<file path="src/rtl/stac_pkg.sv">
// types, constants and elaboration-time table functions for the angle core
package stac_pkg;

	localparam int IQ       = 30;
	localparam int FIELD_W  = 18;
	localparam int CW       = 34;
	localparam int MAX_ITER = 32;
	localparam int SQ_STEPS = 32;
	localparam int SQW      = 64;
	localparam int NW       = 31;

	localparam logic [63:0] PI_Q61    = 64'h6487ED5110B4611A;
	localparam logic [63:0] PI30      = (PI_Q61 + (64'd1 << 30)) >> 31;
	localparam logic [63:0] HALF_PI30 = (PI_Q61 + (64'd1 << 31)) >> 32;
	localparam logic [63:0] TWO_PI30  = (PI_Q61 + (64'd1 << 29)) >> 30;
	localparam logic [FIELD_W-1:0] FIELD_MAX = '1;

	typedef logic signed [CW-1:0] cval_t;

	localparam cval_t PI_Z      = CW'(PI30);
	localparam cval_t HALF_PI_Z = CW'(HALF_PI30);
	localparam cval_t TWO_PI_Z  = CW'(TWO_PI30);

	typedef struct packed {
		cval_t x;
		cval_t y;
		cval_t z;
		logic  flip;
	} rot_lane_t;

	typedef struct packed {
		logic spec;
		logic pi_sel;
		logic neg;
	} ctl_t;

	typedef struct packed {
		logic [SQW-1:0] v;
		logic [SQW-1:0] r;
		logic [NW-1:0]  n;
		ctl_t           ctl;
	} sq_t;

	typedef struct packed {
		cval_t x;
		cval_t y;
		cval_t z;
		ctl_t  ctl;
	} vec_t;

	// shift-subtract division, used by the table functions
	function automatic logic [63:0] udiv64(input logic [63:0] num, input logic [63:0] den);
		logic [63:0] q;
		logic [63:0] rem;
		q = '0;
		rem = '0;
		for (int b = 63; b >= 0; b--) begin
			rem = {rem[62:0], num[b]};
			if (rem >= den) begin
				rem = rem - den;
				q[b] = 1'b1;
			end
		end
		return q;
	endfunction

	function automatic logic [63:0] isqrt64(input logic [63:0] arg);
		logic [63:0] v;
		logic [63:0] r;
		logic [63:0] bt;
		v = arg;
		r = '0;
		bt = 64'd1 << 62;
		for (int s = 0; s < 32; s++) begin
			if (v >= r + bt) begin
				v = v - (r + bt);
				r = (r >> 1) + bt;
			end else begin
				r = r >> 1;
			end
			bt = bt >> 2;
		end
		return r;
	endfunction

	// atan(2^-i) in q30 from the alternating series in q61
	function automatic logic [63:0] atan_q30(input int i);
		logic [63:0] acc;
		logic [63:0] term;
		int e;
		acc = '0;
		if (i == 0) begin
			acc = PI_Q61 >> 2;
		end else begin
			for (int k = 0; k < 62; k++) begin
				e = 61 - i * (2 * k + 1);
				if (e >= 0) begin
					term = udiv64(64'd1 << e, 64'(2 * k + 1));
					if (k[0])
						acc = acc - term;
					else
						acc = acc + term;
				end
			end
		end
		return (acc + (64'd1 << 30)) >> 31;
	endfunction

	function automatic logic [63:0] gain_q30(input int iters);
		logic [63:0] g;
		logic [63:0] s;
		g = 64'd1 << 30;
		for (int i = 0; i < MAX_ITER; i++) begin
			if (i < iters) begin
				if (2 * i <= 60)
					s = isqrt64((64'd1 << 60) + (64'd1 << (60 - 2 * i)));
				else
					s = 64'd1 << 30;
				g = (g * s + (64'd1 << 29)) >> 30;
			end
		end
		return g;
	endfunction

endpackage

</file>
<file path="src/rtl/stac_red_cell.sv">
// one conditional-subtract step of the modulo two pi reduction, three lanes
module stac_red_cell #(
	parameter int RW = 33,
	parameter int SH = 0
) (
	input  logic              clk,
	input  logic              arst_n,
	input  logic              up_valid,
	output logic              up_ready,
	input  logic [2:0][RW-1:0] up_data,
	output logic              dn_valid,
	input  logic              dn_ready,
	output logic [2:0][RW-1:0] dn_data
);

	localparam logic [RW-1:0] TP = RW'(stac_pkg::TWO_PI30) << SH;

	logic              valid_q;
	logic [2:0][RW-1:0] data_q;
	logic [2:0][RW-1:0] nxt;

	assign up_ready = !valid_q || dn_ready;
	assign dn_valid = valid_q;
	assign dn_data  = data_q;

	always_comb begin
		for (int l = 0; l < 3; l++) begin
			if (up_data[l] >= TP)
				nxt[l] = up_data[l] - TP;
			else
				nxt[l] = up_data[l];
		end
	end

	always_ff @(posedge clk or negedge arst_n) begin
		if (!arst_n) begin
			valid_q <= 1'b0;
		end else if (up_ready) begin
			valid_q <= up_valid;
		end
	end

	always_ff @(posedge clk) begin
		if (up_ready && up_valid) begin
			data_q <= nxt;
		end
	end

endmodule

</file>
<file path="config.mk">
export PLATFORM = sky130hd
export DESIGN_NAME = stac_red_cell
export DESIGN_NICKNAME = d
export VERILOG_FILES = /design/src/rtl/stac_pkg.sv /design/src/rtl/stac_red_cell.sv
export SDC_FILE = /design/constraint.sdc
export NUM_CORES = 1
export LEC_CHECK = 0
export BUFFER_PORTS_ARGS = -buffer_cell sky130_fd_sc_hd__buf_4
export CAP_MARGIN = 20
export CORE_MARGIN = 3
export CORE_UTILIZATION = 30
export DETAILED_ROUTE_END_ITERATION = 12
export GPL_TIMING_DRIVEN = 0
export HOLD_SLACK_MARGIN = 0.02
export PLACE_DENSITY_LB_ADDON = 0.25
export SLEW_MARGIN = 20
export SYNTH_ARGS = -nofsm -noshare
export SYNTH_HDL_FRONTEND = slang
export SYNTH_SLANG_ARGS = --single-unit
export TNS_END_PERCENT = 10
</file>
<file path="constraint.sdc">
create_clock -name clk -period 3.55 [get_ports clk]
set_input_delay 0.5325 -clock clk [delete_from_list [all_inputs] [get_ports clk]]
set_output_delay 0.5325 -clock clk [all_outputs]
set_load 0.03 [all_outputs]
</file>
# After elaboration in Yosys (flattened, before gate mapping)
# Index checks and enable logic that the tools add are counted.
[op_classes]
addsub = 3
magnitude_cmp = 3
n_reduce_logical = 3
n_mux = 3
[ops]
columns = ["cell", "count"]
rows = [
  ["33-bit greater-or-equal comparator, second input constant", 3],
  ["33-bit 2-to-1 mux", 3],
  ["33-bit subtractor, second input constant", 3],
  ["1-bit logical AND", 1],
  ["1-bit zero test", 1],
  ["1-bit logical OR", 1],
]
[totals]
reg_bits = 100
input_bits = 103
elab_cells = 16

# Longest topological paths before layout
[depth]
ltp_word = 3
depth_mapped = 9
mapped_depth_nobuf = 8

# Least setup slack after synthesis
# OpenSTA, ideal clock, no wires.
[synth_path]
path_type = "input -> register"
start = "input dn_ready"
end = "register data_q, in the netlist dn_data[0], enable pin"
path_buffers = 0
setup_slack_ns = -0.124
setup_time_ns = 0.469
path_stages = 2
arrival_ns = 3.206
path_cell_list = "nand2b_1 and2_1"
[synth_via]
elab_chain_len = 2
[synth_rtl]
columns = ["item", "line", "rtl"]
rows = [
  ["start, declared", "stac_red_cell.sv:12", "input logic dn_ready,"],
  ["1-bit logical OR", "stac_red_cell.sv:22", "assign up_ready = !valid_q || dn_ready;"],
  ["1-bit logical AND", "stac_red_cell.sv:44", "if (up_ready && up_valid) begin"],
  ["end signal, assigned", "stac_red_cell.sv:45", "data_q <= nxt;"],
  ["end, declared", "stac_red_cell.sv:19", "logic [2:0][RW-1:0] data_q;"],
]
# Every way passes these cells.
# A chain may end at the register's enable or synchronous reset.

==> results.toml <==
[outcome]
status = "completed"

[clock_network]
clk_root_buffer_cell = "clkbuf_16"
htree_levels = 3
cts_tree = "yes"
max-clock-path-buffers = 2
numCtsBuffers = 9
clkSinkCount = 100
clk-insertion-delay-late_ns = 0.35
clk_pin_slew_ns = 0.07

[power]
finalPower_mw = 3.20
powerDensity_mw_per_mm2 = 408
power_leakage_nw = 3.04
ir_drop_uv = 191

[critical_path]
crit_type = "input port to register"
crit_fanout = 10
crit_required_ns = 3.63
arrival_ns = 2.93
slowest_stage = "a2111oi_1"
critPathMaxStageDelay_ns = 0.74
cp.buffers_inverters = 2
cp-start-kind = "input port"
crit_family = "compound AO/OA/AOI/OAI gates"
end_kind = "register"
crit_chain = "buf_4 > nand4b_1 > a2111oi_1 > o2111ai_1 > nand3_1 > buf_2 > nand2_1 > xnor2_1"

[die]
rows = 49
dieHeight_microns = 144
die_w_microns = 144
ioPinCount = 204
start_util_pct = 31.1
core-area_sq_mm = 0.0183
die_area_sq_mm = 0.0207

[sta]
finalClockSkew_ns = 0.0100
final.setup.worst_slack_ns = 0.698
clock.fmax_mhz = 351
finalSetupViolCount = 0
hold_slack_ns = 0.366
slew_viol_final = 0
fin_crit_sh_pct = 80.3
final_hold_viol_count = 0
fin_setup_tns_ns = 0
worst_pin_slew_ns = 0.831
max_slew_margin_pct = 44.5
min_period_ns = 2.85
rsz0062_at_grt = "false"

[routing]
num_vias = 4873
drc_errors = 0
post_drt_wl_per_cell_microns = 17.2
ant_nets = 0
drt_wl_total_microns = 16600
first_iter_violations = 351
dr.pass1.iters = 6
avgViaCountPerCell = 5.05

[layout]
layout-drive-gt1-share_pct = 32.5
fin_area_sq_mm = 0.00784
fin_util_pct = 42.7
layout_commonest_cell = "buf_4"
diodes = 0
syn_to_final_growth_pct = 37.5
fin_nets = 840
mostFrequentLayoutCells = "197 x buf_4, 99 x edfxtp_1, 68 x nand2_1"
layoutNonFillerInstCount = 965

[placement]
place_hpwl_microns = 13000
dp_cells = 948
place_ws_ns = 0.341
gp_congestion = 0.853
io_buffers = 196
place_area_sq_mm = 0.00750

[synthesis]
async_flop_share_pct = 1.00
synth.distinct_cells = 68
yosysTopAreaCellShare_pct = 52.2
ys_ff_latch = 100
synthTopCellsByArea = "edfxtp_1 52%, xnor2_1 9.2%, nand2_1 4.5%"
yosys_warnings = 0
synth_area_leader_cell = "edfxtp_1"
ys.flop_type = "edfxtp_1"
syn_inst = 521
avgSynthCellArea_sq_um = 10.9
ys_seq_area_share_pct = 52.6
synth_nets = 630
synth_edf_count = 99
synthesis.area_sq_mm = 0.00570

[global_routing]
antenna_found_initial = 0
grt-ovfl-total = 0
grt_use_total_pct = 15.6
grt_max_degree = 40
first_global_vias = 4731
grt_pass1_wl_microns = 25400

[flow_run]
maxCapViolations = 0

[worst_hold_path]
hold_class = "input port to register"
## synthesized netlist by cell type, types with 9 or more instances
library cell and number:
edfxtp_1 99, nand2_1 68, xnor2_1 60, nor2_1 33, o21ai_0 25, xor2_1 23, a21oi_1 21, nand3_1 16
inv_1 13, nand4_1 13, nor3_1 13, a21boi_0 10, nand2b_1 9
## path summary, 6_finish.rpt
kind                              from           to  slack [ns]  cells past startpoint
setup / recovery           up_data[80]  dn_data[76]        0.70                      8
hold / removal             up_data[67]  dn_data[67]        0.37                      1
setup reg to reg              dn_valid  dn_data[32]        2.03                      3
hold reg to reg               dn_valid     dn_valid        0.55                      2
max in group asynchronous       arst_n     dn_valid        2.97                      2
min in group asynchronous       arst_n     dn_valid        0.50                      2
## layer usage
metal | share of wire (%) | global-route usage (%) | up-vias
met3 | 7.2 | 3.29 | 27
li1 | - | - | 2359
met4 | 2.3 | 6.10 | 0
met5 | 0 | 0 | -
met2 | 47 | 25.1 | 217
met1 | 44 | 20.7 | 2270
## report_power, final
| part | switching (mW) | internal (mW) | total (mW) | leakage [nW] |
|---|---|---|---|---|
| Combinational | 0.422 | 0.279 | 0.701 | 1.93 |
| Sequential | 0.0247 | 1.40 | 1.43 | 0.954 |
| Clock | 0.445 | 0.623 | 1.07 | 0.156 |
## area by class of cell
| class | count | area (sq um) |
|---|---|---|
| timing repair buffer | 199 | 1520 |
| tap | 229 | 287 |
| buffer | 17 | 90.1 |
| sequential | 100 | 3000 |
| multi-input combinational | 391 | 2570 |
| fill | 1763 | 10500 |
| clock buffer | 9 | 225 |
| clock inverter | 7 | 98.8 |
| inverter | 13 | 48.8 |
## state kept, by name, indices dropped and copies added (netlist names)
register  count
dn_valid      1
dn_data      99
## what timing repair did
item	CTS	global route
hold buffers	1	0
endpoints found under the hold margin	1	0
resized for setup	0	0
setup buffers	0	0
## kinds of logic (layout without fill, tap and decap cells)
group / count (synthesis) / in the layout / synth area share (%)
adder cells (fa/ha/maj): 6 / 6 / 1.32
flip-flops: 100 / 100 / 52.6
AO/OA/AOI/OAI: 96 / 96 / 11.2
buffers and inverters: 30 / 245 / 2.44
AND/OR/NAND/NOR: 205 / 205 / 19.4
XOR/XNOR: 84 / 84 / 13.0
Note: power is estimated with default switching activity, not from simulation.
