File: config.mk
export PLATFORM = sky130hd
export DESIGN_NAME = stac_sqrt_cell
export DESIGN_NICKNAME = d
export VERILOG_FILES = /design/src/rtl/stac_pkg.sv /design/src/rtl/stac_sqrt_cell.sv
export SDC_FILE = /design/constraint.sdc
export NUM_CORES = 1
export LEC_CHECK = 0
export BUFFER_PORTS_ARGS = -buffer_cell sky130_fd_sc_hd__buf_2
export CAP_MARGIN = 20
export CORE_ASPECT_RATIO = 1.2
export CORE_MARGIN = 3
export CORE_UTILIZATION = 32
export DETAILED_ROUTE_END_ITERATION = 10
export PLACE_DENSITY = 0.68
export SETUP_SLACK_MARGIN = 0.5
export SYNTH_ARGS = -nofsm -noshare
export SYNTH_HDL_FRONTEND = slang
export SYNTH_SLANG_ARGS = --single-unit
File: constraint.sdc
create_clock -name clk -period 4.8 [get_ports clk]
set_clock_uncertainty 0.1 [all_clocks]
set_input_delay 0.48 -clock clk [delete_from_list [all_inputs] [get_ports clk]]
set_output_delay 0.48 -clock clk [all_outputs]
set_load 0.005 [all_outputs]
File: src/rtl/stac_pkg.sv
// types, constants and elaboration-time table functions for the angle core
package stac_pkg;

	localparam int IQ       = 30;
	localparam int FIELD_W  = 18;
	localparam int CW       = 34;
	localparam int MAX_ITER = 32;
	localparam int SQ_STEPS = 32;
	localparam int SQW      = 64;
	localparam int NW       = 31;

	localparam logic [63:0] PI_Q61    = 64'h6487ED5110B4611A;
	localparam logic [63:0] PI30      = (PI_Q61 + (64'd1 << 30)) >> 31;
	localparam logic [63:0] HALF_PI30 = (PI_Q61 + (64'd1 << 31)) >> 32;
	localparam logic [63:0] TWO_PI30  = (PI_Q61 + (64'd1 << 29)) >> 30;
	localparam logic [FIELD_W-1:0] FIELD_MAX = '1;

	typedef logic signed [CW-1:0] cval_t;

	localparam cval_t PI_Z      = CW'(PI30);
	localparam cval_t HALF_PI_Z = CW'(HALF_PI30);
	localparam cval_t TWO_PI_Z  = CW'(TWO_PI30);

	typedef struct packed {
		cval_t x;
		cval_t y;
		cval_t z;
		logic  flip;
	} rot_lane_t;

	typedef struct packed {
		logic spec;
		logic pi_sel;
		logic neg;
	} ctl_t;

	typedef struct packed {
		logic [SQW-1:0] v;
		logic [SQW-1:0] r;
		logic [NW-1:0]  n;
		ctl_t           ctl;
	} sq_t;

	typedef struct packed {
		cval_t x;
		cval_t y;
		cval_t z;
		ctl_t  ctl;
	} vec_t;

	// shift-subtract division, used by the table functions
	function automatic logic [63:0] udiv64(input logic [63:0] num, input logic [63:0] den);
		logic [63:0] q;
		logic [63:0] rem;
		q = '0;
		rem = '0;
		for (int b = 63; b >= 0; b--) begin
			rem = {rem[62:0], num[b]};
			if (rem >= den) begin
				rem = rem - den;
				q[b] = 1'b1;
			end
		end
		return q;
	endfunction

	function automatic logic [63:0] isqrt64(input logic [63:0] arg);
		logic [63:0] v;
		logic [63:0] r;
		logic [63:0] bt;
		v = arg;
		r = '0;
		bt = 64'd1 << 62;
		for (int s = 0; s < 32; s++) begin
			if (v >= r + bt) begin
				v = v - (r + bt);
				r = (r >> 1) + bt;
			end else begin
				r = r >> 1;
			end
			bt = bt >> 2;
		end
		return r;
	endfunction

	// atan(2^-i) in q30 from the alternating series in q61
	function automatic logic [63:0] atan_q30(input int i);
		logic [63:0] acc;
		logic [63:0] term;
		int e;
		acc = '0;
		if (i == 0) begin
			acc = PI_Q61 >> 2;
		end else begin
			for (int k = 0; k < 62; k++) begin
				e = 61 - i * (2 * k + 1);
				if (e >= 0) begin
					term = udiv64(64'd1 << e, 64'(2 * k + 1));
					if (k[0])
						acc = acc - term;
					else
						acc = acc + term;
				end
			end
		end
		return (acc + (64'd1 << 30)) >> 31;
	endfunction

	function automatic logic [63:0] gain_q30(input int iters);
		logic [63:0] g;
		logic [63:0] s;
		g = 64'd1 << 30;
		for (int i = 0; i < MAX_ITER; i++) begin
			if (i < iters) begin
				if (2 * i <= 60)
					s = isqrt64((64'd1 << 60) + (64'd1 << (60 - 2 * i)));
				else
					s = 64'd1 << 30;
				g = (g * s + (64'd1 << 29)) >> 30;
			end
		end
		return g;
	endfunction

endpackage

File: src/rtl/stac_sqrt_cell.sv
// one digit of the restoring square root
module stac_sqrt_cell #(
	parameter int IDX = 0
) (
	input  logic          clk,
	input  logic          arst_n,
	input  logic          up_valid,
	output logic          up_ready,
	input  stac_pkg::sq_t up_data,
	output logic          dn_valid,
	input  logic          dn_ready,
	output stac_pkg::sq_t dn_data
);

	localparam logic [stac_pkg::SQW-1:0] BT = stac_pkg::SQW'(64'd1 << (62 - 2 * IDX));

	logic                    valid_q;
	stac_pkg::sq_t           data_q;
	stac_pkg::sq_t           nxt;
	logic [stac_pkg::SQW-1:0] trial;

	assign up_ready = !valid_q || dn_ready;
	assign dn_valid = valid_q;
	assign dn_data  = data_q;

	always_comb begin
		nxt = up_data;
		trial = up_data.r + BT;
		if (up_data.v >= trial) begin
			nxt.v = up_data.v - trial;
			nxt.r = (up_data.r >> 1) + BT;
		end else begin
			nxt.r = up_data.r >> 1;
		end
	end

	always_ff @(posedge clk or negedge arst_n) begin
		if (!arst_n) begin
			valid_q <= 1'b0;
		end else if (up_ready) begin
			valid_q <= up_valid;
		end
	end

	always_ff @(posedge clk) begin
		if (up_ready && up_valid) begin
			data_q <= nxt;
		end
	end

endmodule

### Word level (Yosys, flattened, before mapping)

Index checks and enable logic that the tools add are counted.

* add/sub/neg operators: 3
* multipliers: 0
* divide/modulo/power cells: 0
* magnitude comparators: 1
* equal/unequal tests: 0
* shift-type cells: 0
* muxes and demuxes: 2
* bitwise gates (word level): 0
* reduce and logical (&&, ||, !) cells: 3

Operator list (number)
* 63-bit by 63-bit adder with 64-bit output (second input constant): 1
* 64-bit by 63-bit adder with 64-bit output (second input constant): 1
* 64-bit >= comparator: 1
* 64-bit 2-to-1 mux: 1
* 64-bit subtractor: 1
* 63-bit 2-to-1 mux: 1
* 1-bit logical AND: 1
* 1-bit logical NOT: 1
* 1-bit logical OR: 1

* register bits: 163
* latch bits: 0
* memory bits (writable): 0
* memory bits (read-only): 0
* output and inout port bits: 164
* word-level logic and storage cells: 17
* memories kept: 0

### Longest topological paths before layout

* depth after elaboration: 3
* mapped depth: 14
* gate-level depth less buffers: 12

### Worst setup path before layout

OpenSTA, ideal clock, no wires.

* path type: input-to-reg
* from: input dn_ready
* to: register data_q, in the netlist dn_data[0] (enable)
* setup time: 0.542 ns
* arrival time: 4.355 ns
* data required time: 4.158 ns
* path slack: -0.197 ns
* stages: 2
* cell sequence: nand2b_1 > and2_1

* longest elaborated chain between the ends: 2

RTL lines
* start: declaration: RTL line stac_sqrt_cell.sv:11 `input logic dn_ready,`
* 1-bit logical OR: RTL line stac_sqrt_cell.sv:22 `assign up_ready = !valid_q || dn_ready;`
* 1-bit logical AND: RTL line stac_sqrt_cell.sv:46 `if (up_ready && up_valid) begin`
* end signal: assignment: RTL line stac_sqrt_cell.sv:47 `data_q <= nxt;`
* end: declaration: RTL line stac_sqrt_cell.sv:18 `stac_pkg::sq_t data_q;`

Every way passes these cells.
A chain may end at the register's enable or synchronous reset.

==> results_dict.tcl <==
set metrics [dict create \
    ys_seq_area_share_pct 48.87 \
    clk_latency_ps 440 \
    max_freq_mhz 267.5 \
    status "completed" \
    cts.sinks 163 \
    cp-start-kind "primary input" \
    grt_use_total_pct 18.14 \
    synth_cell_types 66 \
    initial_core_util_pct 32.64 \
    powerDensity_nw_per_um2 330.0 \
    slew_headroom_pct 47.80 \
    p_int_w 0.002831 \
    final_cell_mix "buf_2 (329), edfxtp_1 (162), a21oi_1 (124), nor2_1 (109), nand2_1 (81)" \
    syn2layout_area_growth_pct 26.42 \
    dieArea_um2 33430 \
    htreeDepth 4 \
    gr-total-overflow 0 \
    clockBufferDepth 2 \
    via_per_inst 5.111 \
    finalSetupTns_ps 0 \
    pwr-share-seq_pct 41.7 \
    first_global_vias 8711 \
    drv_slew 0 \
    finalPower_w 0.004174 \
    core_um2 30650 \
    critical_path.cell_chain "buf_2, inv_1, ha_1, a211oi_1, nor2_1, o31ai_1, o311ai_0, o21ai_0, a31oi_4, nor2_2, buf_4, nor3_1, a211oi_2" \
    nNetsFinal 1561 \
    routed_wl_um 31740 \
    cp.arrival_ps 3920 \
    first_pass_iters 5 \
    ys_ff_latch 163 \
    slowest_delay_ps 670 \
    crit_required_ps 4980 \
    dpl.hpwl_um 25580 \
    io-pin-count 330 \
    gp_congestion 0.8630 \
    dominantRegCellSynth "edfxtp_1" \
    clkTransAtPathRegs_ps 80 \
    switching_share_pct 32.19 \
    finalSetupViolations 0 \
    numCtsBuffers 17 \
    switching_power_w 0.001344 \
    endpoint_kind "flop" \
    synthArstFlopShare_pct 0.6135 \
    min_period_over_period_pct 77.87 \
    die_w_um 167.4 \
    num_vias 8893 \
    ir_worst_vdd_mv 0.1957 \
    pwr-share-clk_pct 33.4 \
    cp_max_fo 16 \
    leakage_nw 5.533 \
    cts_tree "yes" \
    drv_cap 0 \
    synth_area_um2 10010 \
    grt_first_pass_wirelength_um 47620 \
    antenna_found_initial 8 \
    fp.dieH_um 199.7 \
    cts_root_buf "clkbuf_16" \
    drtAntennaViolNets 0 \
    critical_path_class "in -> reg" \
    crit_slowest_cell "nor2_2" \
    drt_iter0_markers 555 \
    hp-class "in -> reg" \
    cts_setup_buffers 0 \
    synth-edff-count 162 \
    comb_power_share_pct 24.9 \
    grt_max_degree 93 \
    netlist_instances 1017 \
    wl_per_cell_um 18.24 \
    portBuffers 329 \
    cp-startpoint "up_data[51]" \
    worstReg2RegStart "dn_valid" \
    period_needed_ps 3738 \
    worstMarginPinSlew_ps 782.2 \
    drc_errors 0 \
    synth-warning-count 0 \
    hold_violations 0 \
    drive_gt1_share_pct 28.37 \
    min_from "up_data[15]" \
    num_rows 70 \
    hold-worst-slack_ps 111.0 \
    synth_nets 1248 \
    final_common_cell "buf_2" \
    critical_path_buf_inv_count 3 \
    cp_top_family "compound AO/OA/AOI/OAI gates" \
    synth.avg_cell_area_um2 9.839 \
    grt_setup_unrepaired "false" \
]
## synth_stat cells (all sizes together) (4+ instances only)
library cell,count,share of area (%)
edfxtp,162,49
a21oi,124,6.2
nor2,110,4.1
nand2,81,3.0
inv,80,3.0
ha,64,8.0
o21ai,56,2.8
a21o,36,2.7
clkbuf,27,1.0
xnor2,27,2.4
nand4,26,1.6
xor2,24,2.1
nor3,21,1.1
buf,18,1.1
o21bai,18,1.4
nand3,13,0.65
a211oi,11,0.88
a31oi,11,0.84
nand2b,7,0.44
o31ai,7,0.53
and2,6,0.38
and4,6,0.53
nor2b,6,0.38
o211ai,6,0.45
o21a,6,0.45
a21boi,5,0.38
and3,5,0.31
a221oi,4,0.35
o22ai,4,0.25
or3,4,0.25
## sequential cells by signal, indices dropped and copies added, names as in the netlist
name / count
dn_valid: 1
dn_data: 162
## stage by stage
step                      std cells  cell area, µm²  utilization, %  worst slack, ps
after global routing           1740           12650           41.27            824.1
after floorplan                1017           10010               -             1383
final                          1740           12650           41.27             1062
after CTS                      1739           12650           41.26             1112
after global placement         1706           12040           39.27            656.0
after detailed placement       1706           12040           39.27            649.7
## cell families after synthesis
kind of cell | Yosys count | synth area share (%)
AOI/OAI and AO/OA | 313 | 19.46
muxes | 1 | 0.1000
buffers and inverters | 125 | 5.102
and+or+nand+nor | 299 | 13.81
adders and majority gates | 65 | 8.203
DFF | 163 | 48.87
xor gates and xnor gates | 51 | 4.464
## power groups by stage
stage | Combinational (W) | Clock [W] | Sequential, W
6_report | 0.00104 | 0.00139 | 0.00174
5_1_grt | 0.00116 | 0.00149 | 0.00175
4_1_cts | 0.00104 | 0.00144 | 0.00174
3_5_place_dp | 0.00104 | 0 | 0.00177
3_3_place_gp | 0.00103 | 0 | 0.00177
2_1_floorplan | 0.000626 | 0 | 0.00179
## repair_timing
item | 4_1_cts | 5_1_grt
resized for setup | 0 | 0
hold endpoints to repair | 1 | 0
hold buffers | 1 | 0
## per-layer routing
layer	wire (µm)	global-route usage (%)
met1	12930	21.22
met2	16010	33.08
met5	80	0
met4	586	4.668
met3	2126	4.927
## final timing paths
| check | endpoint | slack, ps | cells past startpoint |
|---|---|---|---|
| min in group asynchronous | dn_valid | 240 | 2 |
| worst max register to register | dn_data[155] | 2810 | 3 |
| worst min-delay path | dn_data[15] | 110 | 1 |
| max in group asynchronous | dn_valid | 4280 | 2 |
| worst min register to register | dn_valid | 440 | 2 |
| worst max-delay path | dn_data[156] | 1060 | 13 |
## final cells by class
class,instances,area [µm²]
diodes,1,2.502
clock buffers,17,425.4
clock inverters,15,173.9
fillers,3102,18000
inverters,80,300.3
multi-input cells,729,4613
flip-flops and latches,163,4890
well taps,396,495.5
repair buffers,339,1749
(Power assumes the default switching activity.)
