$ cat src/rtl/stac_pkg.sv
// types, constants and elaboration-time table functions for the angle core
package stac_pkg;

	localparam int IQ       = 30;
	localparam int FIELD_W  = 18;
	localparam int CW       = 34;
	localparam int MAX_ITER = 32;
	localparam int SQ_STEPS = 32;
	localparam int SQW      = 64;
	localparam int NW       = 31;

	localparam logic [63:0] PI_Q61    = 64'h6487ED5110B4611A;
	localparam logic [63:0] PI30      = (PI_Q61 + (64'd1 << 30)) >> 31;
	localparam logic [63:0] HALF_PI30 = (PI_Q61 + (64'd1 << 31)) >> 32;
	localparam logic [63:0] TWO_PI30  = (PI_Q61 + (64'd1 << 29)) >> 30;
	localparam logic [FIELD_W-1:0] FIELD_MAX = '1;

	typedef logic signed [CW-1:0] cval_t;

	localparam cval_t PI_Z      = CW'(PI30);
	localparam cval_t HALF_PI_Z = CW'(HALF_PI30);
	localparam cval_t TWO_PI_Z  = CW'(TWO_PI30);

	typedef struct packed {
		cval_t x;
		cval_t y;
		cval_t z;
		logic  flip;
	} rot_lane_t;

	typedef struct packed {
		logic spec;
		logic pi_sel;
		logic neg;
	} ctl_t;

	typedef struct packed {
		logic [SQW-1:0] v;
		logic [SQW-1:0] r;
		logic [NW-1:0]  n;
		ctl_t           ctl;
	} sq_t;

	typedef struct packed {
		cval_t x;
		cval_t y;
		cval_t z;
		ctl_t  ctl;
	} vec_t;

	// shift-subtract division, used by the table functions
	function automatic logic [63:0] udiv64(input logic [63:0] num, input logic [63:0] den);
		logic [63:0] q;
		logic [63:0] rem;
		q = '0;
		rem = '0;
		for (int b = 63; b >= 0; b--) begin
			rem = {rem[62:0], num[b]};
			if (rem >= den) begin
				rem = rem - den;
				q[b] = 1'b1;
			end
		end
		return q;
	endfunction

	function automatic logic [63:0] isqrt64(input logic [63:0] arg);
		logic [63:0] v;
		logic [63:0] r;
		logic [63:0] bt;
		v = arg;
		r = '0;
		bt = 64'd1 << 62;
		for (int s = 0; s < 32; s++) begin
			if (v >= r + bt) begin
				v = v - (r + bt);
				r = (r >> 1) + bt;
			end else begin
				r = r >> 1;
			end
			bt = bt >> 2;
		end
		return r;
	endfunction

	// atan(2^-i) in q30 from the alternating series in q61
	function automatic logic [63:0] atan_q30(input int i);
		logic [63:0] acc;
		logic [63:0] term;
		int e;
		acc = '0;
		if (i == 0) begin
			acc = PI_Q61 >> 2;
		end else begin
			for (int k = 0; k < 62; k++) begin
				e = 61 - i * (2 * k + 1);
				if (e >= 0) begin
					term = udiv64(64'd1 << e, 64'(2 * k + 1));
					if (k[0])
						acc = acc - term;
					else
						acc = acc + term;
				end
			end
		end
		return (acc + (64'd1 << 30)) >> 31;
	endfunction

	function automatic logic [63:0] gain_q30(input int iters);
		logic [63:0] g;
		logic [63:0] s;
		g = 64'd1 << 30;
		for (int i = 0; i < MAX_ITER; i++) begin
			if (i < iters) begin
				if (2 * i <= 60)
					s = isqrt64((64'd1 << 60) + (64'd1 << (60 - 2 * i)));
				else
					s = 64'd1 << 30;
				g = (g * s + (64'd1 << 29)) >> 30;
			end
		end
		return g;
	endfunction

endpackage

$ cat src/rtl/stac_vec_cell.sv
// one vectoring micro-step of the arctangent
module stac_vec_cell #(
	parameter int IDX = 0
) (
	input  logic           clk,
	input  logic           arst_n,
	input  logic           up_valid,
	output logic           up_ready,
	input  stac_pkg::vec_t up_data,
	output logic           dn_valid,
	input  logic           dn_ready,
	output stac_pkg::vec_t dn_data
);

	localparam stac_pkg::cval_t ATAN = stac_pkg::CW'(stac_pkg::atan_q30(IDX));

	logic            valid_q;
	stac_pkg::vec_t  data_q;
	stac_pkg::vec_t  nxt;
	stac_pkg::cval_t dx;
	stac_pkg::cval_t dy;

	assign up_ready = !valid_q || dn_ready;
	assign dn_valid = valid_q;
	assign dn_data  = data_q;

	always_comb begin
		nxt = up_data;
		dx = up_data.y >>> IDX;
		dy = up_data.x >>> IDX;
		if (up_data.y >= 0) begin
			nxt.x = up_data.x + dx;
			nxt.y = up_data.y - dy;
			nxt.z = up_data.z + ATAN;
		end else begin
			nxt.x = up_data.x - dx;
			nxt.y = up_data.y + dy;
			nxt.z = up_data.z - ATAN;
		end
	end

	always_ff @(posedge clk or negedge arst_n) begin
		if (!arst_n) begin
			valid_q <= 1'b0;
		end else if (up_ready) begin
			valid_q <= up_valid;
		end
	end

	always_ff @(posedge clk) begin
		if (up_ready && up_valid) begin
			data_q <= nxt;
		end
	end

endmodule

$ cat config.mk
export PLATFORM = sky130hd
export DESIGN_NAME = stac_vec_cell
export DESIGN_NICKNAME = d
export VERILOG_FILES = /design/src/rtl/stac_pkg.sv /design/src/rtl/stac_vec_cell.sv
export SDC_FILE = /design/constraint.sdc
export NUM_CORES = 1
export LEC_CHECK = 0
export ABC_CLOCK_PERIOD_IN_PS = 8650
export BUFFER_PORTS_ARGS = -buffer_cell sky130_fd_sc_hd__buf_2
export CAP_MARGIN = 10
export CELL_PAD_IN_SITES_DETAIL_PLACEMENT = 0
export CELL_PAD_IN_SITES_GLOBAL_PLACEMENT = 1
export CORE_MARGIN = 2
export CORE_UTILIZATION = 46
export CTS_CLUSTER_DIAMETER = 200
export DETAILED_ROUTE_END_ITERATION = 6
export PLACE_DENSITY_LB_ADDON = 0.1
export SYNTH_ARGS = -nofsm -noshare
export SYNTH_HDL_FRONTEND = slang
export SYNTH_SLANG_ARGS = --single-unit
export TNS_END_PERCENT = 30
$ cat constraint.sdc
create_clock -name clk -period 8.65 [get_ports clk]
set_input_delay 1.73 -clock clk [delete_from_list [all_inputs] [get_ports clk]]
set_output_delay 1.73 -clock clk [all_outputs]
set_load 0.03 [all_outputs]
======== Word level (Yosys, flattened, before mapping) ========
Index checks and enable logic that the tools add are counted.
storage, ports and cells
  bits in registers ....................... 106
  input port bits ......................... 109
  output and inout bits ................... 107
  logic and storage cells ................. 17
operators by class
  add/sub/neg operators ................... 5
  order comparisons ....................... 1
  multiplexer cells ....................... 1
  reductions and logical operators ........ 3
operators by type and width
  operator                number
  $mux 102                1
  $sub 34x34->34          2
  $add 34x31->34 const B  1
  $add 34x34->34          1
  $ge 34x1->1 const B     1
  $sub 34x31->34 const B  1
  $logic_and 1x1->1       1
  $logic_not 1->1         1
  $logic_or 1x1->1        1

======== Depth between registers and ports, before layout ========
Gate-level depths: netlist (run 1).
  word-level depth ........................ 3
  mapped depth ............................ 19
  gate-level depth less buffers ........... 12

======== Least setup slack after synthesis (run 1) ========
Ideal clock, no wire load.
  path kind ............................... input -> register
  from .................................... input up_data[70] (netlist name)
  to ...................................... register data_q (netlist bit dn_data[33]), data pin
  data arrival time ....................... 5.304 ns
  required time ........................... 8.393 ns
  setup slack ............................. 3.090 ns
  cell stages on the path ................. 16
  path buffers ............................ 5
  cell sequence ........................... buf_6 -> inv_2 -> clkbuf_1 -> clkbuf_1 -> buf_1 -> ha_1 -> clkbuf_1 -> inv_1 -> a211oi_2 -> o211ai_2 -> a21oi_2 -> nor3_1 -> o22a_1 -> or3_1 -> a2111o_1 -> xor2_1
RTL lines
  what                  RTL line             source
  start, declared       stac_vec_cell.sv:9   input stac_pkg::vec_t up_data,
  end signal, assigned  stac_vec_cell.sv:52  data_q <= nxt;
  end, declared         stac_vec_cell.sv:18  stac_pkg::vec_t data_q;

==> results of run 1 <==
-- routing by layer --
layer | global-route usage [%] | vias up | wire (um)
met1 | 37.9 | 5026 | 16100
met2 | 43.4 | 445 | 16000
met5 | 0 | - | 0
li1 | - | 5273 | -
met3 | 3.33 | 62 | 2250
met4 | 9.58 | 0 | 1210
-- registers in the layout, indices dropped and copies added, names as in the netlist --
signal / cells
dn_data: 104
dn_valid: 1
-- area by class of cell --
type	instances	area, um^2	area share, %
multi-input combinational	1081	7350	57.7
clock buffer	11	233	1.83
clock inverter	5	40.0	0.314
timing repair buffer	218	1100	8.64
tap	324	405	3.18
inverter	123	462	3.62
antenna	1	2.50	0.0196
sequential	105	3150	24.7
-- worst max-delay path: cells and delay by family --
kind | cells | cell delay, ns
AO/OA/AOI/OAI | 5 | 1.30
XOR/XNOR | 1 | 0.14
adder cells (fa/ha/maj) | 1 | 0.61
buffers and inverters | 2 | 1.05
AND/OR/NAND/NOR | 3 | 0.61
-- power groups by stage --
stage | clock [mW] | combinational, mW | sequential, mW
floorplan | 0 | 0.470 | 0.789
global placement | 0 | 0.817 | 0.673
detailed placement | 0 | 0.816 | 0.674
CTS | 0.420 | 0.821 | 0.663
global route | 0.438 | 0.900 | 0.668
finish | 0.408 | 0.829 | 0.662
-- logic make-up (layout without fill, tap and decap cells) --
family	Yosys count	after routing	synth area share, %
AOI/OAI and AO/OA	464	464	25.8
and+or+nand+nor	371	371	15.8
buffers and inverters	201	357	7.13
adders and majority gates	119	119	13.3
DFF	105	105	27.9
xor gates and xnor gates	104	104	8.06
muxes	23	23	2.06
other	0	1	0
-- final timing paths --
path	start	to	slack [ns]
max	up_data[70]	dn_data[33]$_DFFE_PP_	3.25
min	dn_valid$_DFFE_PN0N_	dn_valid$_DFFE_PN0N_	0.53
max reg2reg	dn_valid$_DFFE_PN0N_	dn_data[83]$_DFFE_PP_	6.46
min reg2reg	dn_valid$_DFFE_PN0N_	dn_valid$_DFFE_PN0N_	0.53
max in group asynchronous	arst_n	dn_valid$_DFFE_PN0N_	7.45
min in group asynchronous	arst_n	dn_valid$_DFFE_PN0N_	1.12
-- synth_stat cells (all sizes together), types with 20 or more instances --
| master | instances | area (um^2) |
|---|---|---|
| a21oi | 165 | 833 |
| buf | 31 | 168 |
| clkbuf | 47 | 176 |
| edfxtp | 104 | 3120 |
| ha | 114 | 1430 |
| inv | 122 | 458 |
| mux2i | 21 | 210 |
| nand2 | 88 | 330 |
| nand3 | 26 | 130 |
| nor2 | 118 | 443 |
| nor2b | 23 | 144 |
| nor3 | 30 | 155 |
| o211ai | 20 | 160 |
| o21ai | 109 | 546 |
| o21bai | 29 | 218 |
| xnor2 | 84 | 736 |
| xor2 | 20 | 175 |
-- stage by stage --
stage          power, mW  worst slack, ns
2_1_floorplan       1.26             3.09
6_report            1.90             3.25
3_5_place_dp        1.49             2.93
4_1_cts             1.90             3.29
3_3_place_gp        1.49             2.98
5_1_grt             2.01             2.98
==> flow_metrics.tcl, run 1 <==
set metrics [dict create \
    status "finished clean" \
    port_buffers 215 \
    drtIter0Drc 815 \
    grt_usage_pct 27.1 \
    hold_buffers 0 \
    finish.instance_area_um2 12700 \
    grt_max_degree 74 \
    areaGrowthSynthToFinish_pct 12.7 \
    fmax_mhz 185 \
    crit_arrival_ns 5.52 \
    path_clk_slew_ns 0.08 \
    vias 10806 \
    cp_slowest_stage_delay_ns 0.61 \
    most-common-layout-cells "buf_2, a21oi_1, nor2_1" \
    period_needed_ns 5.40 \
    pwr-share-comb_pct 43.6 \
    switchingPower_mw 0.776 \
    fp.dieH_um 161 \
    power_density_nw_per_um2 149 \
    wirelength_um 35500 \
    final_hold_viol_count 0 \
    syn_area_um2 11300 \
    final-max-slew-violation-count 0 \
    clk_latency_ns 0.37 \
    cp-end-kind "flop" \
    fin_skew_ns 0.0136 \
    dpl.hpwl_um 27800 \
    grt_pass1_wl_um 56000 \
    final.setup.tns_ns 0 \
    gp_congestion 0.940 \
    fill_cells 2415 \
    critPathLaunchType "input pin" \
    coreArea_um2 24200 \
    fin_util_pct 52.5 \
    ctsRootBufferMaster "clkbuf_16" \
    avgRoutedWirePerCell_um 19.0 \
    synth_area_per_cell_um2 8.15 \
    clock_power_share_pct 21.5 \
    synthesis.yosys.warnings 0 \
    synthCells 1387 \
    maxSlewHeadroom_pct 24.1 \
    grt_pass1_vias 10382 \
    cts_setup_buffers 0 \
    ir_worst_vdd_uv 77.8 \
    numCtsBuffers 9 \
    period_share_pct 62.5 \
    drv_cap 0 \
    ys_async_sr_fraction_pct 0.952 \
    min_path_type "reg -> reg" \
    required_ns 8.76 \
    drc 0 \
    cts_sinks 105 \
    hold_depth 2 \
    cpMaxStageDelayCell "ha_1" \
    mostFrequentLayoutCell "buf_2" \
    syn-num-nets 1613 \
    p_int_mw 1.12 \
    synthFlopType "edfxtp_1" \
    floorplan.initialDensity_pct 46.6 \
    cts_max_level 3 \
    die_w_um 161 \
    worst_pin_slew_ns 1.12 \
    grt-ovfl-total 0 \
    finalNetCount 1764 \
    fp-row-count 57 \
    crit_path_max_fanout 59 \
    final_layout_size_suffix_gt1_share_pct 16.9 \
    r2r_cells 3 \
    hold_ws_ns 0.531 \
    pin_count 216 \
    tritoncts "built" \
    instances_no_fill 1868 \
    critical_path_class "in -> reg" \
    dpl-instance-area_um2 12500 \
    die_area_um2 25800 \
    dp_cells 1851 \
    setup_viol 0 \
    dr.pass1.iters 6 \
    ys_types 81 \
    netSwitchingFraction_pct 40.9 \
    synth_seq_cells 105 \
    cts_resized 0 \
    vias_per_cell 5.78 \
    antenna_found_initial 1 \
    cts_buffer_depth 2 \
    leakagePower_nw 5.46 \
    synth_edf_count 104 \
    crit_path_cell_trace "buf_4, inv_2, ha_1, nand4_1, a211oi_2, o211ai_2, a21oi_2, nor3_1, o22a_1, or3_1, a2111o_1, xor2_1" \
    yosysSeqAreaShare_pct 27.9 \
    detail-route-antenna-nets 0 \
    rsz0062_at_grt "no" \
    seqPwrFrac_pct 34.9 \
]
No activity file was read; power rests on OpenSTA's default activity.
==> run 2, diff against run 1 <==
--- a/config.mk
+++ b/config.mk
@@ -5,13 +5,14 @@
 export SDC_FILE = /design/constraint.sdc
 export NUM_CORES = 1
 export LEC_CHECK = 0
-export ABC_CLOCK_PERIOD_IN_PS = 8650
+export ABC_AREA = 1
+export ABC_CLOCK_PERIOD_IN_PS = 4520
 export BUFFER_PORTS_ARGS = -buffer_cell sky130_fd_sc_hd__buf_2
 export CAP_MARGIN = 10
 export CELL_PAD_IN_SITES_DETAIL_PLACEMENT = 0
 export CELL_PAD_IN_SITES_GLOBAL_PLACEMENT = 1
 export CORE_MARGIN = 2
-export CORE_UTILIZATION = 46
+export CORE_UTILIZATION = 37
 export CTS_CLUSTER_DIAMETER = 200
 export DETAILED_ROUTE_END_ITERATION = 6
 export PLACE_DENSITY_LB_ADDON = 0.1
==> constraint.sdc (replaced) <==
create_clock -name clk -period 4.52 [get_ports clk]
set_input_delay 0.904 -clock clk [delete_from_list [all_inputs] [get_ports clk]]
set_output_delay 0.904 -clock clk [all_outputs]
set_load 0.03 [all_outputs]
==> flow_metrics.tcl, run 2 <==
set metrics [dict create \
    die_area_um2 35100 \
    synth_top_area_share_pct 25.1 \
    critPathLaunchType "input pin" \
    synth_top_area_cell "edfxtp_1" \
    synth_most_common_cell "nand2_1" \
    fp-row-count 67 \
    antenna_cells 0 \
    ys_types 48 \
    clock_power_share_pct 22.2 \
    r2r_cells 2 \
    fp.dieH_um 187 \
    vias 13227 \
    grt-ovfl-total 0 \
    p_int_mw 2.09 \
    status "finished clean" \
    grt_pass1_vias 12813 \
    antenna_found_initial 0 \
    most-common-layout-cells "nand2_1, inv_1, buf_2" \
    dr.pass1.iters 7 \
    r2r_slack_ns 2.83 \
    numCtsBuffers 9 \
    synthesis.yosys.warnings 0 \
    critical_path_class "in -> reg" \
    die_w_um 187 \
    dpl.hpwl_um 37900 \
    mostFrequentLayoutCell "nand2_1" \
    path_clk_slew_ns 0.09 \
    crit_arrival_ns 3.36 \
    pin_count 216 \
    crit_path_max_fanout 5 \
    coreArea_um2 33400 \
    ys_async_sr_fraction_pct 0.952 \
    cts_buffer_depth 2 \
    gp_congestion 0.932 \
    seqPwrFrac_pct 33.0 \
    r2r_start "dn_valid$_DFFE_PN0N_" \
    final-max-slew-violation-count 0 \
    tritoncts "built" \
    netSwitchingFraction_pct 44.5 \
    port_buffers 215 \
    final.setup.tns_ns 0 \
    leakagePower_nw 7.24 \
    power_density_nw_per_um2 266 \
    largest_reg_flops 104 \
    fin_skew_ns 0.0133 \
    yosysSeqAreaShare_pct 25.3 \
    maxSlewHeadroom_pct 41.7 \
    fin_util_pct 42.5 \
    worst_slack_ns 1.31 \
    synthFlopType "edfxtp_1" \
    r2r-end "dn_data[103]$_DFFE_PP_" \
    final_hold_viol_count 0 \
    grt_usage_pct 25.5 \
    switchingPower_mw 1.68 \
    rsz0062_at_grt "no" \
    detail-route-antenna-nets 0 \
    synth.area.top_cells "edfxtp_1, nand2_1, ha_1" \
    synth_seq_cells 105 \
    required_ns 4.67 \
    fmax_mhz 311 \
    drtIter0Drc 812 \
    synthCells 1967 \
    power_mw 3.77 \
    worst_pin_slew_ns 0.875 \
    floorplan.initialDensity_pct 37.3 \
    cts_max_level 3 \
    cp-end-kind "flop" \
    synth_commonest_cells "nand2_1, inv_1, nor2_1" \
    drc 0 \
    syn-num-nets 2193 \
    ir_worst_vdd_uv 197 \
    dp_cells 2586 \
    avgRoutedWirePerCell_um 17.5 \
    cts_sinks 105 \
    final_layout_size_suffix_gt1_share_pct 12.7 \
    cts_setup_buffers 0 \
    synth_area_per_cell_um2 6.33 \
    grt_max_degree 65 \
    ctsRootBufferMaster "clkbuf_16" \
    place_ws_ns 0.939 \
    pwr-share-comb_pct 44.8 \
    finalNetCount 2375 \
    instances_no_fill 2602 \
    wirelength_um 45500 \
    min_path_type "in -> async" \
    synth_edf_count 104 \
    cts_resized 0 \
    fill_cells 3750 \
    areaGrowthSynthToFinish_pct 13.8 \
    period_share_pct 71.1 \
    period_needed_ns 3.21 \
    hold_buffers 0 \
    grt_pass1_wl_um 69400 \
    drv_cap 0 \
    vias_per_cell 5.08 \
    setup_viol 0 \
    syn_area_um2 12500 \
    clk_latency_ns 0.38 \
]
-- run 2: area by class of cell --
cell class,count,area [um^2],share of cell area (%)
multi-input combinational,1529,8000,56.4
sequential,105,3150,22.2
timing repair buffer,220,1120,7.87
inverter,284,1070,7.54
tap,448,561,3.95
clock buffer,9,225,1.59
clock inverter,7,61.3,0.432
-- run 2: routing by layer --
metal	vias to the layer above	wire length, um	global-route usage, %
met5	-	0	0
met3	75	2200	3.06
met4	0	1560	9.33
li1	6740	-	-
met1	5997	20500	32.7
met2	415	21200	44.1
-- run 2: worst max path at each step --
stage / start / endpoint / slack [ns] / cells past startpoint
floorplan: dn_ready / dn_data[0]$_DFFE_PP_ / 0.09 / 2
global placement: up_data[70] / dn_data[36]$_DFFE_PP_ / 0.99 / 12
detailed placement: up_data[37] / dn_data[69]$_DFFE_PP_ / 0.94 / 16
CTS: up_data[37] / dn_data[69]$_DFFE_PP_ / 1.34 / 16
global route: up_data[70] / dn_data[35]$_DFFE_PP_ / 1.12 / 15
finish: up_data[37] / dn_data[101]$_DFFE_PP_ / 1.31 / 16
-- run 2: cell families after synthesis --
| logic type | synth area share (%) |
|---|---|
| flip-flops | 25.3 |
| AO/OA/AOI/OAI | 14.5 |
| AND/OR/NAND/NOR | 34.2 |
| XOR/XNOR | 3.43 |
| multiplexers | 0.0804 |
| buffers and inverters | 10.6 |
| adder cells (fa/ha/maj) | 11.9 |
-- run 2: stage by stage --
stage,instance area [um^2],hold WS [ns]
finish,14200,0.289
global route,14200,0.275
CTS,14200,0.272
detailed placement,13900,0.567
global placement,13900,0.562
floorplan,12500,0.608
-- run 2: power by group through the flow --
| stage | sequential [mW] | clock, mW | combinational (mW) |
|---|---|---|---|
| finish | 1.24 | 0.836 | 1.69 |
| global route | 1.25 | 0.889 | 1.87 |
| CTS | 1.24 | 0.866 | 1.68 |
| detailed placement | 1.26 | 0 | 1.67 |
| global placement | 1.26 | 0 | 1.67 |
| floorplan | 1.46 | 0 | 0.955 |
-- run 2: critical path, stage by stage --
cell     delay (ns)
buf_2          0.11
ha_1           0.27
inv_1          0.08
fa_1           0.40
inv_1          0.10
nand2_1        0.08
o21ai_1        0.44
nand2_1        0.10
nand2_1        0.13
nand3_1        0.10
nand2_1        0.25
nand2_1        0.12
nand2_1        0.08
nand2_1        0.06
nand3_1        0.07
nand2_1        0.07
==> run 3, diff against run 2 <==
--- a/config.mk
+++ b/config.mk
@@ -6,7 +6,7 @@
 export NUM_CORES = 1
 export LEC_CHECK = 0
 export ABC_AREA = 1
-export ABC_CLOCK_PERIOD_IN_PS = 4520
+export ABC_CLOCK_PERIOD_IN_PS = 2600
 export BUFFER_PORTS_ARGS = -buffer_cell sky130_fd_sc_hd__buf_2
 export CAP_MARGIN = 10
 export CELL_PAD_IN_SITES_DETAIL_PLACEMENT = 0
==> constraint.sdc (replaced) <==
create_clock -name clk -period 2.6 [get_ports clk]
set_input_delay 0.52 -clock clk [delete_from_list [all_inputs] [get_ports clk]]
set_output_delay 0.52 -clock clk [all_outputs]
set_load 0.03 [all_outputs]
==> flow_metrics.tcl, run 3 (synthesis results as in run 2) <==
set metrics [dict create \
    maxSlewHeadroom_pct 46.9 \
    rsz0062_at_grt "no" \
    critPathLaunchType "input pin" \
    power_density_nw_per_um2 435 \
    required_ns 2.74 \
    r2r_cells 2 \
    grt_usage_pct 26.6 \
    cts_max_level 3 \
    drtIter0Drc 738 \
    cts_setup_buffers 0 \
    dr.pass1.iters 5 \
    pin_count 216 \
    hold_depth 1 \
    fp-row-count 67 \
    finalNetCount 2698 \
    power_mw 7.25 \
    period_needed_ns 2.43 \
    place_ws_ns -0.174 \
    grt_pass1_wl_um 73400 \
    floorplan.initialDensity_pct 37.3 \
    status "finished clean" \
    seq_area_um2 3150 \
    holdPathEnd "dn_data[0]$_DFFE_PP_" \
    crit_start "up_data[71]" \
    fmax_mhz 411 \
    die_w_um 187 \
    die_area_um2 35100 \
    largest_reg_flops 104 \
    detail-route-antenna-nets 0 \
    period_share_pct 93.6 \
    critical_path_class "in -> reg" \
    antenna_found_initial 0 \
    ctsRootBufferMaster "clkbuf_16" \
    r2r_slack_ns 1.09 \
    wirelength_um 46900 \
    r2r-end "dn_data[91]$_DFFE_PP_" \
    path_clk_slew_ns 0.09 \
    final_hold_viol_count 0 \
    gp_congestion 1.03 \
    setup_viol 0 \
    cts_buffer_depth 2 \
    grt_max_degree 67 \
    grt-ovfl-total 0 \
    crit_arrival_ns 2.57 \
    dpl.hpwl_um 39800 \
    numCtsBuffers 9 \
    crit_path_max_fanout 3 \
    antenna_cells 0 \
    tritoncts "built" \
    worst_pin_slew_ns 0.796 \
    avgRoutedWirePerCell_um 16.0 \
    mostFrequentLayoutCell "nand2_1" \
    vias 14344 \
    fin_skew_ns 0.00804 \
    drc 0 \
    drv_cap 0 \
    fp.dieH_um 187 \
    port_buffers 215 \
    vias_per_cell 4.90 \
    cts_sinks 105 \
    most-common-layout-cells "nand2_1, buf_4, inv_1" \
    multi_input_area_um2 8000 \
    clk_latency_ns 0.38 \
    grt_pass1_vias 14345 \
    worst_slack_ns 0.167 \
    leakagePower_nw 8.79 \
    min_path_type "in -> reg" \
    cp-end-kind "flop" \
    fill_cells 3634 \
    final-max-slew-violation-count 0 \
    min_from "up_data[0]" \
    coreArea_um2 33400 \
    ir_worst_vdd_uv 318 \
    r2r_start "dn_valid$_DFFE_PN0N_" \
    areaGrowthSynthToFinish_pct 33.7 \
    final_layout_size_suffix_gt1_share_pct 24.1 \
]
run 3: worst max-delay path, stage by stage:
cell,delay [ns]
buf_2,0.12
buf_4,0.13
ha_1,0.20
fa_1,0.50
o21ai_1,0.22
nand2_1,0.09
nand2_1,0.12
nand2_1,0.09
nand2_1,0.22
nand2_1,0.11
nand2_1,0.08
nand2_1,0.04
nand3_1,0.06
nand2_1,0.07
run 3: cell type report:
| type | count | share of cell area (%) |
|---|---|---|
| multi-input combinational | 1529 | 48.0 |
| timing repair buffer | 543 | 21.4 |
| sequential | 105 | 18.9 |
| inverter | 284 | 6.43 |
| tap | 448 | 3.37 |
| clock buffer | 10 | 1.37 |
| clock inverter | 6 | 0.443 |
run 3: worst max path at each step:
stage,end,cells after the start
floorplan,dn_data[0]$_DFFE_PP_,1
global placement,dn_data[69]$_DFFE_PP_,14
detailed placement,dn_data[69]$_DFFE_PP_,14
CTS,dn_data[61]$_DFFE_PP_,17
global route,dn_data[103]$_DFFE_PP_,14
finish,dn_data[69]$_DFFE_PP_,14
run 3: repair_timing:
item,CTS,global route
hold buffers,1,0
hold endpoints to repair,1,0
endpoints found under the setup margin,0,3
resized for setup,0,1
run 3: per-layer routing:
| metal | share of wire (%) | global-route usage [%] | routed length [um] | up-vias |
|---|---|---|---|---|
| li1 | - | - | - | 7388 |
| met1 | 45 | 34.0 | 21100 | 6562 |
| met2 | 48 | 47.7 | 22600 | 335 |
| met3 | 4.4 | 2.59 | 2050 | 59 |
| met4 | 2.5 | 7.45 | 1180 | 0 |
| met5 | 0 | 0 | 0 | - |
run 3: where the power goes:
group,total [mW],switching (mW),internal (mW)
clock,1.53,0.767,0.765
combinational,3.57,2.21,1.36
sequential,2.15,0.0398,2.11
run 3: per-stage QoR:
stage / setup TNS (ns) / instance area [um^2] / hold WS (ns) / std cells / utilization (%)
after floorplan: -10.41 / 12500 / 0.224 / 1967 / -
after global placement: -2.73 / 16300 / 0.296 / 2908 / 49.0
after detailed placement: -3.37 / 16300 / 0.297 / 2908 / 49.0
after CTS: 0 / 16700 / 0.305 / 2925 / 49.9
after global routing: 0 / 16700 / 0.310 / 2925 / 49.9
final: 0 / 16700 / 0.317 / 2925 / 49.9
